### config.mk
export PLATFORM = sky130hd
export DESIGN_NAME = lru_lfu_replacement_store
export DESIGN_NICKNAME = d
export VERILOG_FILES = /design/src/lrs_pkg.sv /design/src/lrs_ctrl.sv /design/src/lrs_datapath.sv /design/src/lru_lfu_replacement_store.sv
export SDC_FILE = /design/constraint.sdc
export NUM_CORES = 2
export LEC_CHECK = 0
export ABC_AREA = 1
export BUFFER_PORTS_ARGS = -buffer_cell sky130_fd_sc_hd__buf_2
export CAP_MARGIN = 20
export CORE_AREA = 2 2 633 635
export CTS_BUF_LIST = sky130_fd_sc_hd__clkbuf_8
export CTS_CLUSTER_DIAMETER = 50
export DETAILED_ROUTE_END_ITERATION = 7
export DIE_AREA = 0 0 635 637
export PLACE_DENSITY_LB_ADDON = 0.08
export SYNTH_ARGS = -nofsm -noshare
export SYNTH_HDL_FRONTEND = slang
export SYNTH_HIERARCHICAL = 1
export SYNTH_SLANG_ARGS = --single-unit
export TNS_END_PERCENT = 20
### constraint.sdc
create_clock -name aclk -period 5.2 [get_ports aclk]
set_input_delay 0.52 -clock aclk [delete_from_list [all_inputs] [get_ports aclk]]
set_output_delay 0.52 -clock aclk [all_outputs]
set_load 0.01 [all_outputs]
### src/lrs_pkg.sv
// Shared constants and control types for the replacement store.
package lrs_pkg;

    localparam int TICK_W    = 32;
    localparam int USES_W    = 16;
    localparam int CAP_W     = 7;
    localparam int FIELD_ID_W = 16;
    localparam int STATUS_W  = 3;
    localparam int S_TDATA_W = 24;
    localparam int M_TDATA_W = 24;

    localparam logic [USES_W-1:0] USES_MAX = '1;

    localparam logic OP_ACCESS = 1'b0;
    localparam logic OP_INSERT = 1'b1;

    localparam logic [STATUS_W-1:0] ST_HIT   = 3'd0;
    localparam logic [STATUS_W-1:0] ST_MISS  = 3'd1;
    localparam logic [STATUS_W-1:0] ST_FREE  = 3'd2;
    localparam logic [STATUS_W-1:0] ST_HELD  = 3'd3;
    localparam logic [STATUS_W-1:0] ST_EVICT = 3'd4;

    typedef struct packed {
        logic start;
        logic issue;
        logic finish;
    } lrs_cmd_t;

    typedef struct packed {
        logic fill_zero;
        logic last_addr;
        logic out_free;
    } lrs_sts_t;

endpackage

### src/lrs_ctrl.sv
// Controller state machine that sequences the slot sweep and the final update.
module lrs_ctrl
    import lrs_pkg::*;
(
    input  logic     aclk,
    input  logic     aresetn,
    input  logic     s_tvalid,
    output logic     s_tready,
    input  lrs_sts_t sts,
    output lrs_cmd_t cmd
);

    localparam logic [1:0] S_IDLE   = 2'd0;
    localparam logic [1:0] S_SWEEP  = 2'd1;
    localparam logic [1:0] S_DRAIN  = 2'd2;
    localparam logic [1:0] S_DECIDE = 2'd3;

    logic [1:0] state_reg, state_next;

    always_ff @(posedge aclk) begin
        if (!aresetn) begin
            state_reg <= S_IDLE;
        end else begin
            state_reg <= state_next;
        end
    end

    assign s_tready = (state_reg == S_IDLE);

    always_comb begin
        state_next = state_reg;
        cmd        = '0;
        unique case (state_reg)
            S_IDLE: begin
                if (s_tvalid) begin
                    cmd.start  = 1'b1;
                    state_next = sts.fill_zero ? S_DECIDE : S_SWEEP;
                end
            end
            S_SWEEP: begin
                cmd.issue = 1'b1;
                if (sts.last_addr) begin
                    state_next = S_DRAIN;
                end
            end
            S_DRAIN: begin
                state_next = S_DECIDE;
            end
            S_DECIDE: begin
                if (sts.out_free) begin
                    cmd.finish = 1'b1;
                    state_next = S_IDLE;
                end
            end
            default: begin
                state_next = S_IDLE;
            end
        endcase
    end

endmodule

### src/lrs_datapath.sv
// Slot memory, sweep comparators, counters and result register.
module lrs_datapath
    import lrs_pkg::*;
#(
    parameter int SLOTS   = 64,
    parameter int ID_BITS = 16
) (
    input  logic                   aclk,
    input  logic                   aresetn,
    input  logic [S_TDATA_W-1:0]   s_tdata,
    input  logic                   cfg_valid,
    input  logic [CAP_W-1:0]       cfg_data,
    input  logic                   m_tready,
    output logic                   m_tvalid,
    output logic [M_TDATA_W-1:0]   m_tdata,
    input  lrs_cmd_t               cmd,
    output lrs_sts_t               sts
);

    localparam int AW    = (SLOTS > 1) ? $clog2(SLOTS) : 1;
    localparam int FW    = $clog2(SLOTS + 1);
    localparam int CW    = (FW > CAP_W) ? FW : CAP_W;
    localparam int ENT_W = ID_BITS + USES_W + TICK_W;

    logic [ENT_W-1:0] mem [SLOTS];
    logic [ENT_W-1:0] rd_data_reg;
    logic             mem_we;
    logic [AW-1:0]    wr_addr;
    logic [ENT_W-1:0] wr_data;

    logic               op_reg, pol_reg;
    logic [ID_BITS-1:0] id_reg;
    logic [TICK_W-1:0]  tick_reg;
    logic [FW-1:0]      fill_reg, fill_next;
    logic [CAP_W-1:0]   cap_reg;
    logic [AW-1:0]      addr_reg;
    logic               cmp_en_reg;
    logic [AW-1:0]      cmp_idx_reg;

    logic               hit_reg;
    logic [AW-1:0]      hit_idx_reg;
    logic [USES_W-1:0]  hit_uses_reg;
    logic [AW-1:0]      best_idx_reg;
    logic [USES_W-1:0]  best_uses_reg;
    logic [TICK_W-1:0]  best_tick_reg;
    logic [ID_BITS-1:0] best_item_reg;

    logic                 m_tvalid_reg;
    logic [M_TDATA_W-1:0] m_tdata_reg, m_tdata_next;

    logic [ID_BITS-1:0] rd_item;
    logic [USES_W-1:0]  rd_uses;
    logic [TICK_W-1:0]  rd_tick;
    logic               better;
    logic [CW-1:0]      cap_w, eff_cap;
    logic               has_free;
    logic [STATUS_W-1:0] status;
    logic [FIELD_ID_W-1:0] evicted;
    logic [USES_W-1:0]  uses_inc;

    assign {rd_item, rd_uses, rd_tick} = rd_data_reg;

    always_ff @(posedge aclk) begin
        if (mem_we) begin
            mem[wr_addr] <= wr_data;
        end
        rd_data_reg <= mem[addr_reg];
    end

    // Strict compares keep the lowest index on a full tie.
    always_comb begin
        if (cmp_idx_reg == '0) begin
            better = 1'b1;
        end else if (pol_reg && (rd_uses != best_uses_reg)) begin
            better = rd_uses < best_uses_reg;
        end else begin
            better = rd_tick < best_tick_reg;
        end
    end

    always_comb begin
        cap_w = CW'(cap_reg);
        if (cap_w == '0) begin
            eff_cap = CW'(1);
        end else if (cap_w > CW'(SLOTS)) begin
            eff_cap = CW'(SLOTS);
        end else begin
            eff_cap = cap_w;
        end
        has_free = CW'(fill_reg) < eff_cap;
        uses_inc = (hit_uses_reg == USES_MAX) ? hit_uses_reg : hit_uses_reg + 1'b1;

        mem_we    = 1'b0;
        wr_addr   = hit_idx_reg;
        wr_data   = {id_reg, uses_inc, tick_reg};
        status    = ST_MISS;
        evicted   = '0;
        fill_next = fill_reg;
        if (op_reg == OP_ACCESS) begin
            if (hit_reg) begin
                mem_we = cmd.finish;
                status = ST_HIT;
            end
        end else if (hit_reg) begin
            status = ST_HELD;
        end else begin
            mem_we  = cmd.finish;
            wr_data = {id_reg, {USES_W{1'b0}}, tick_reg};
            if (has_free || (fill_reg == '0)) begin
                wr_addr   = AW'(fill_reg);
                status    = ST_FREE;
                fill_next = fill_reg + 1'b1;
            end else begin
                wr_addr = best_idx_reg;
                status  = ST_EVICT;
                evicted = FIELD_ID_W'(best_item_reg);
            end
        end
        m_tdata_next = M_TDATA_W'({evicted, status});
    end

    always_ff @(posedge aclk) begin
        if (!aresetn) begin
            tick_reg     <= '0;
            fill_reg     <= '0;
            cap_reg      <= CAP_W'(64);
            cmp_en_reg   <= 1'b0;
            hit_reg      <= 1'b0;
            m_tvalid_reg <= 1'b0;
            addr_reg     <= '0;
        end else begin
            if (cfg_valid) begin
                cap_reg <= cfg_data;
            end
            cmp_en_reg <= cmd.issue;
            if (cmd.start) begin
                tick_reg <= tick_reg + 1'b1;
                hit_reg  <= 1'b0;
                addr_reg <= '0;
            end else if (cmd.issue) begin
                addr_reg <= addr_reg + 1'b1;
            end
            if (cmp_en_reg && (rd_item == id_reg)) begin
                hit_reg <= 1'b1;
            end
            if (cmd.finish) begin
                fill_reg     <= fill_next;
                m_tvalid_reg <= 1'b1;
            end else if (m_tready) begin
                m_tvalid_reg <= 1'b0;
            end
        end
    end

    always_ff @(posedge aclk) begin
        if (cmd.start) begin
            op_reg  <= s_tdata[0];
            id_reg  <= ID_BITS'(s_tdata[FIELD_ID_W:1]);
            pol_reg <= s_tdata[FIELD_ID_W+1];
        end
        cmp_idx_reg <= addr_reg;
        if (cmp_en_reg && (rd_item == id_reg)) begin
            hit_idx_reg  <= cmp_idx_reg;
            hit_uses_reg <= rd_uses;
        end
        if (cmp_en_reg && better) begin
            best_idx_reg  <= cmp_idx_reg;
            best_uses_reg <= rd_uses;
            best_tick_reg <= rd_tick;
            best_item_reg <= rd_item;
        end
        if (cmd.finish) begin
            m_tdata_reg <= m_tdata_next;
        end
    end

    assign sts.fill_zero = (fill_reg == '0);
    assign sts.last_addr = (FW'(addr_reg) + 1'b1) == fill_reg;
    assign sts.out_free  = !m_tvalid_reg || m_tready;
    assign m_tvalid      = m_tvalid_reg;
    assign m_tdata       = m_tdata_reg;

endmodule

### src/lru_lfu_replacement_store.sv
// Top level of the LRU/LFU replacement store.
//
// Channel   Direction  Handshake            Contents
// s_        in         s_tvalid / s_tready  one access or insert per transaction
// m_        out        m_tvalid / m_tready  one status result per transaction
// cfg_      in         cfg_valid/cfg_ready  capacity register write
//
// An accepted item sweeps the single read port of the slot memory over every
// occupied slot, drains the registered read, and then decides and writes back,
// with its result loaded once the output register is free. An empty store
// skips the sweep and the drain.
// Reset is synchronous on aresetn; the slot memory needs no clearing pass,
// because occupied slots always form the range below the fill level.
// A stalled result waits in the output register; the next item is accepted
// meanwhile, and only its write-back waits for the register to free up.
module lru_lfu_replacement_store
    import lrs_pkg::*;
#(
    parameter int SLOTS   = 64,
    parameter int ID_BITS = 16
) (
    input  logic                 aclk,
    input  logic                 aresetn,
    input  logic                 s_tvalid,
    output logic                 s_tready,
    // Fields from bit 0: op[0], item_id[16:1], policy[17], zero fill.
    input  logic [S_TDATA_W-1:0] s_tdata,
    output logic                 m_tvalid,
    input  logic                 m_tready,
    // Fields from bit 0: status[2:0], evicted_id[18:3], zero fill.
    output logic [M_TDATA_W-1:0] m_tdata,
    input  logic                 cfg_valid,
    output logic                 cfg_ready,
    input  logic [CAP_W-1:0]     cfg_data
);

    lrs_cmd_t cmd;
    lrs_sts_t sts;

    // The capacity register is always ready to take a write.
    assign cfg_ready = 1'b1;

    lrs_ctrl u_ctrl (
        .aclk     (aclk),
        .aresetn  (aresetn),
        .s_tvalid (s_tvalid),
        .s_tready (s_tready),
        .sts      (sts),
        .cmd      (cmd)
    );

    lrs_datapath #(
        .SLOTS   (SLOTS),
        .ID_BITS (ID_BITS)
    ) u_datapath (
        .aclk      (aclk),
        .aresetn   (aresetn),
        .s_tdata   (s_tdata),
        .cfg_valid (cfg_valid),
        .cfg_data  (cfg_data),
        .m_tready  (m_tready),
        .m_tvalid  (m_tvalid),
        .m_tdata   (m_tdata),
        .cmd       (cmd),
        .sts       (sts)
    );

endmodule

Word-level counts from Yosys, hierarchy flattened
Memories as Yosys holds them, arrays and structs flattened. A register that Yosys moved wholly into a read port is not among the register bits.
Index checks and enable logic that the tools add are counted.

storage, ports and cells
  register bits = 192
  memory bits (writable) = 4096
  input port bits = 36
  logic and storage cells = 92
  memories = 1

memories
  memory          words  bits a word  rd ports  clocked after memory_dff  write ports  RTL line            text
  u_datapath.mem  64     64           1         1                         1            lrs_datapath.sv:25  logic [ENT_W-1:0] mem [SLOTS];

operators by class
  $add $sub $neg = 5
  $lt $le $gt $ge = 4
  equal/unequal tests = 10
  multiplexer cells = 33
  bitwise operators = 3
  reduce and logical (&&, ||, !) cells = 16

operator list
  operator                                                          count
  48-bit two-way mux                                                2
  32-bit by 1-bit adder with 32-bit output (second input constant)  1
  32-bit < comparator                                               1
  6-bit two-way mux                                                 3
  1-bit two-way mux                                                 17
  16-bit by 1-bit adder with 16-bit output (second input constant)  1
  16-bit equality test                                              1
  16-bit equality test (second input constant)                      1
  16-bit < comparator                                               1
  16-bit two-way mux                                                1
  16-bit inequality test                                            1
  7-bit zero test                                                   2
  7-bit two-way mux                                                 2
  3-bit two-way mux                                                 3
  2-bit two-way mux                                                 4
  2-bit one-hot mux with 4 select lines                             1
  6-bit by 1-bit adder with 7-bit output (second input constant)    1
  7-bit by 1-bit adder with 7-bit output (second input constant)    1
  7-bit equality test                                               1
  7-bit > comparator (second input constant)                        1
  7-bit < comparator                                                1
  6-bit by 1-bit adder with 6-bit output (second input constant)    1
  6-bit zero test                                                   1
  2-bit inequality test (second input constant)                     3
  other kinds (12)                                                  19

Longest topological paths before layout
  depth in word-level cells = 8
  gate-level depth with buffers = 18
  depth with buffers taken out = 18

By module
The synthesis kept the hierarchy.

modules (own cells, without submodules)
  module                     instances  cells an instance  area each (µm²)
  lrs_datapath               1          12821              169953.0
  lrs_ctrl                   1          31                 196.4
  lru_lfu_replacement_store  1          2                  11.3

Worst setup path before layout
No wires, ideal clock.

  path type = reg2reg
  start = reg u_datapath.cap_reg[6]
  end = mem u_datapath/mem[26][0] (netlist name) (enable)
  setup time = 0.487 ns
  data arrival time = 4.634 ns
  path slack = 0.079 ns
  stages on the path, launching flop included = 17
  clock period less this slack = 5.121 ns
  path through = dfxtp_1 -> inv_2 -> nand2_1 -> ha_1 -> a21oi_1 -> nor2_1 -> a211oi_1 -> nand2_2 -> nand2_2 -> inv_2 -> nand2_1 -> nand2_1 -> nand2_1 -> inv_1 -> nor2_1 -> nand2_2 -> nor2_1

between the ends
  cells in the longest elaborated chain, start to end = 8
  elaborated cells between the ends (all ways) = 9
  those cells by class = order compare (2); mux (5); reduce/logical (2)

RTL lines
  item                      RTL line             text
  start: declaration        lrs_datapath.sv:35   logic [CAP_W-1:0] cap_reg;
  start signal: assignment  lrs_datapath.sv:133  cap_reg <= cfg_data;
  7-bit > comparator        lrs_datapath.sv:85   end else if (cap_w > CW'(SLOTS)) begin
  7-bit two-way mux         lrs_datapath.sv:85
  7-bit two-way mux (*)     lrs_datapath.sv:83   if (cap_w == '0) begin
  7-bit < comparator (*)    lrs_datapath.sv:90   has_free = CW'(fill_reg) < eff_cap;
  1-bit logical OR (*)      lrs_datapath.sv:109  if (has_free || (fill_reg == '0)) begin
  6-bit two-way mux (*)     lrs_datapath.sv:109
  6-bit two-way mux (*)     lrs_datapath.sv:104  end else if (hit_reg) begin
  6-bit two-way mux (*)     lrs_datapath.sv:99   if (op_reg == OP_ACCESS) begin
  end: declaration          lrs_datapath.sv:25

Mark *: on every way between the ends. The rest lies on a longest branch, timed or not.

Worst setup path in the final report
  start = reg u_datapath.cap_reg[6]
  end = mem u_datapath/mem[25][7] (netlist name) (enable)

Same word-level chain as after synthesis.

==> qor.tcl <==
set qor(powerDensity_nw_per_um2) 471.3
set qor(post-dp-hpwl_um) 318600
set qor(cts-buffers-inserted) 732
set qor(cts.clk_slew.worst_paths_ns) 0.06
set qor(postSynthRegisterBits) 4352
set qor(rows) 232
set qor(first_iter_violations) 13400
set qor(crit-reg2reg-launch) {u_datapath/cap_reg[6]}
set qor(post-place-cells) 17750
set qor(design.die.area_um2) 404500
set qor(hold-path-endpoint) {u_datapath/op_reg}
set qor(io_buffers) 50
set qor(globalRouteOverflowTotal) 0
set qor(maxCapViolCount) 0
set qor(fill_cell_instance_count_of_the_final_layout) 34740
set qor(total_power_mw) 90.99
set qor(antenna_found_initial) 25
set qor(synth.most_common_cell) {sky130_fd_sc_hd__edfxtp_1}
set qor(synth_seq_area_share_pct) 76.05
set qor(grt_setup_unrepaired) {false}
set qor(synth.largest_area_cell) {sky130_fd_sc_hd__edfxtp_1}
set qor(worstPathMaxFanout) 26
set qor(gp_congestion) 0.8463
set qor(crit_path_time_final_ns) 4.228
set qor(power.leakage_nw) 67.44
set qor(netlist_instances) 12850
set qor(reg_to_reg_endpoint) {u_datapath/mem[25][7]}
set qor(clock_tree.htree_level_count) 6
set qor(wire_per_inst_um) 30.18
set qor(share_seq_of_total_power_pct) 44.4
set qor(layout_worst_path_cycle_share_pct) 81.31
set qor(clock_root_buffer) {sky130_fd_sc_hd__clkbuf_8}
set qor(initial_utilization_pct) 42.76
set qor(finalWirelength_um) 577800
set qor(ys_dominant_reg_cell) {sky130_fd_sc_hd__edfxtp_1}
set qor(ant_nets) 0
set qor(p_switching_mw) 31.42
set qor(synth-warning-count) 6
set qor(die_w_um) 635
set qor(min-delay-start) {s_tdata[0]}
set qor(power.share.combinational_pct) 24.8
set qor(intPower_mw) 59.57
set qor(synth_common_cells) {sky130_fd_sc_hd__edfxtp_1 (4225), sky130_fd_sc_hd__nor2_1 (2881), sky130_fd_sc_hd__o21ai_0 (2347)}
set qor(clock_power_share_pct) 30.8
set qor(whs_ns) 0.1137
set qor(largest_register_ffs) 4096
set qor(count_of_unique_library_cells_instantiated_by_yosys) 53
set qor(fp.dieH_um) 637
set qor(via_per_inst) 5.934
set qor(cp_data_arrival_time_ns) 5.13
set qor(r2r_setup_slack_ns) 0.97
set qor(areaGrowthSynthToFinish_pct) 13.45
set qor(nNetsFinal) 13380
set qor(synthesis.area_um2) 170200
set qor(fin_setup_tns_ns) 0
set qor(timing.final.setup_violations) 0
set qor(grt_util_all_layers_pct) 27.72
set qor(fp.coreArea_um2) 398000
set qor(grt_first_pass_wirelength_um) 810100
set qor(drt_pre_antenna_iters) 6
set qor(hold_depth) 2
set qor(maxSlewViolCount) 0
set qor(power.switching_fraction_pct) 34.53
set qor(cts.sinks) 4352
set qor(fin_worst_skew_ns) 0.08576
set qor(grt_pass1_vias) 109100
set qor(via_count) 113600
set qor(startpoint_type) {register}
set qor(tritoncts) {built}
set qor(status) {complete, no violations}
set qor(postCtsSetupRepairBufs) 0
set qor(top_level_ports) 63
set qor(cts_max_path_buffers) 4
set qor(ys_top_cells_by_area) {sky130_fd_sc_hd__edfxtp_1 (75%), sky130_fd_sc_hd__o21ai_0 (6.9%), sky130_fd_sc_hd__nor2_1 (6.4%), sky130_fd_sc_hd__o22ai_1 (4.6%), sky130_fd_sc_hd__dfxtp_1 (1.5%)}
set qor(worstSetupEndpointType) {register}
set qor(fmaxAchievable_mhz) 236.5
set qor(required_time_of_the_critical_path_ns) 6.10
set qor(r2r_cells) 15
set qor(timing.max_slew.rel_slack_pct) 22.83
set qor(peakVddDrop_v) 0.0003012
set qor(stdcell_count) 19150
set qor(synthArstFlopShare_pct) 0
set qor(route.detailed.drc) 0
set qor(worst_skew_pair.late_latency_ns) 1.25
set qor(report.final.hold_viol_count) 0
set qor(drive_above_1_share_pct) 11.33
set qor(synth_enable_flop_cells) 4225
set qor(grt_start_max_net_pins) 159
set qor(worst_pin_slew_ns) 1.154
set qor(synthesis.area_per_instance_um2) 13.24
set qor(synth.top_cell.area_share_pct) 74.56
set qor(worst-setup-path-type) {reg -> reg}
set qor(hold_class) {in -> reg}
## power groups by stage
stage,Clock (mW),Sequential [mW],Combinational (mW)
detailed placement,0,41.1,22.4
global route,30.1,40.4,24.2
floorplan,0,40.6,12.6
finish,28.0,40.4,22.6
CTS,28.6,40.4,22.5
global placement,0,41.1,22.2
## layer usage
layer,vias up,track usage [%],wire length [µm]
li1,49060,-,-
met4,4,10.61,22790
met3,910,3.939,43300
met1,58670,37.61,237400
met5,-,0,30
met2,4958,45.41,274300
## critical path, cell delays in order, from the launching register on
cell	delay, ns
sky130_fd_sc_hd__dfxtp_1	0.32
sky130_fd_sc_hd__inv_2	0.13
sky130_fd_sc_hd__nand2_1	0.08
sky130_fd_sc_hd__ha_1	0.29
sky130_fd_sc_hd__a21oi_1	0.17
sky130_fd_sc_hd__nor2_1	0.06
sky130_fd_sc_hd__a211oi_1	0.24
sky130_fd_sc_hd__nand2_2	0.18
sky130_fd_sc_hd__nand2_2	0.17
sky130_fd_sc_hd__nand2_1	0.09
sky130_fd_sc_hd__nand3_1	0.10
sky130_fd_sc_hd__nand2_2	0.12
sky130_fd_sc_hd__nor2_2	0.29
sky130_fd_sc_hd__nand3_2	0.47
sky130_fd_sc_hd__nor2_4	0.79
sky130_fd_sc_hd__buf_12	0.30
## logic make-up (layout without fill, tap and decap cells)
logic type	count (synthesis)	after routing	share of synthesized area [%]
buffers and inverters	1083	2095	2.886
AND/OR/NAND/NOR	3236	3236	7.286
AO/OA/AOI/OAI	4087	4087	13.15
adder cells (fa/ha/maj)	63	63	0.4632
other	2	17	0.004413
XOR/XNOR	31	31	0.1596
flip-flops	4352	4352	76.05
## repair_timing
action	CTS	global route
hold buffers	62	0
resized for setup	0	0
hold endpoints to repair	65	0
## final cells by class
type                       instances  area, µm²  share of cell area, %
sequential                      4352     129500                  67.10
multi-input combinational       7423      36480                  18.90
clock buffer                     752      10350                  5.362
tap                             5265       6588                  3.413
timing repair buffer             597       6424                  3.328
clock inverter                   571       2910                  1.508
inverter                         175      726.9                 0.3766
antenna                           11      27.53                0.01426
## metrics by stage
step                      utilization [%]  setup slack [ns]  area [µm²]
after floorplan                         -           0.07896      170200
after CTS                           48.49            0.9908      193000
final                               48.51            0.9718      193000
after global placement              44.98             1.002      179000
after global routing                48.50            0.7824      193000
after detailed placement            45.00             1.060      179100
## worst max-delay path by stage
stage	slack (ns)	start	endpoint
after global placement	1.00	u_datapath/cap_reg[6]	u_datapath/mem[60][0]
after CTS	0.99	u_datapath/cap_reg[6]	u_datapath/mem[25][7]
after global routing	0.78	u_datapath/cap_reg[6]	u_datapath/mem[25][7]
after floorplan	0.08	u_datapath/cap_reg[6]	u_datapath/mem[26][0]
after detailed placement	1.06	u_datapath/cap_reg[6]	u_datapath/mem[25][35]
final	0.97	u_datapath/cap_reg[6]	u_datapath/mem[25][7]
## placed cells by master (no fill, tap or decap), types with 40 or more instances in the layout
cell	n
sky130_fd_sc_hd__buf_2	50
sky130_fd_sc_hd__o32ai_1	63
sky130_fd_sc_hd__nor2_4	74
sky130_fd_sc_hd__o22ai_1	1248
sky130_fd_sc_hd__nor2_1	2808
sky130_fd_sc_hd__nand2_1	236
sky130_fd_sc_hd__o21ai_0	2346
sky130_fd_sc_hd__clkinv_1	177
sky130_fd_sc_hd__buf_4	333
sky130_fd_sc_hd__nand3_1	40
sky130_fd_sc_hd__o21ai_1	308
sky130_fd_sc_hd__buf_12	149
sky130_fd_sc_hd__ha_1	63
sky130_fd_sc_hd__clkbuf_8	752
sky130_fd_sc_hd__clkinv_2	56
sky130_fd_sc_hd__dlygate4sd3_1	62
sky130_fd_sc_hd__dfxtp_1	93
sky130_fd_sc_hd__a21oi_1	68
sky130_fd_sc_hd__edfxtp_1	4225
sky130_fd_sc_hd__inv_1	422
(Power assumes the default switching activity.)
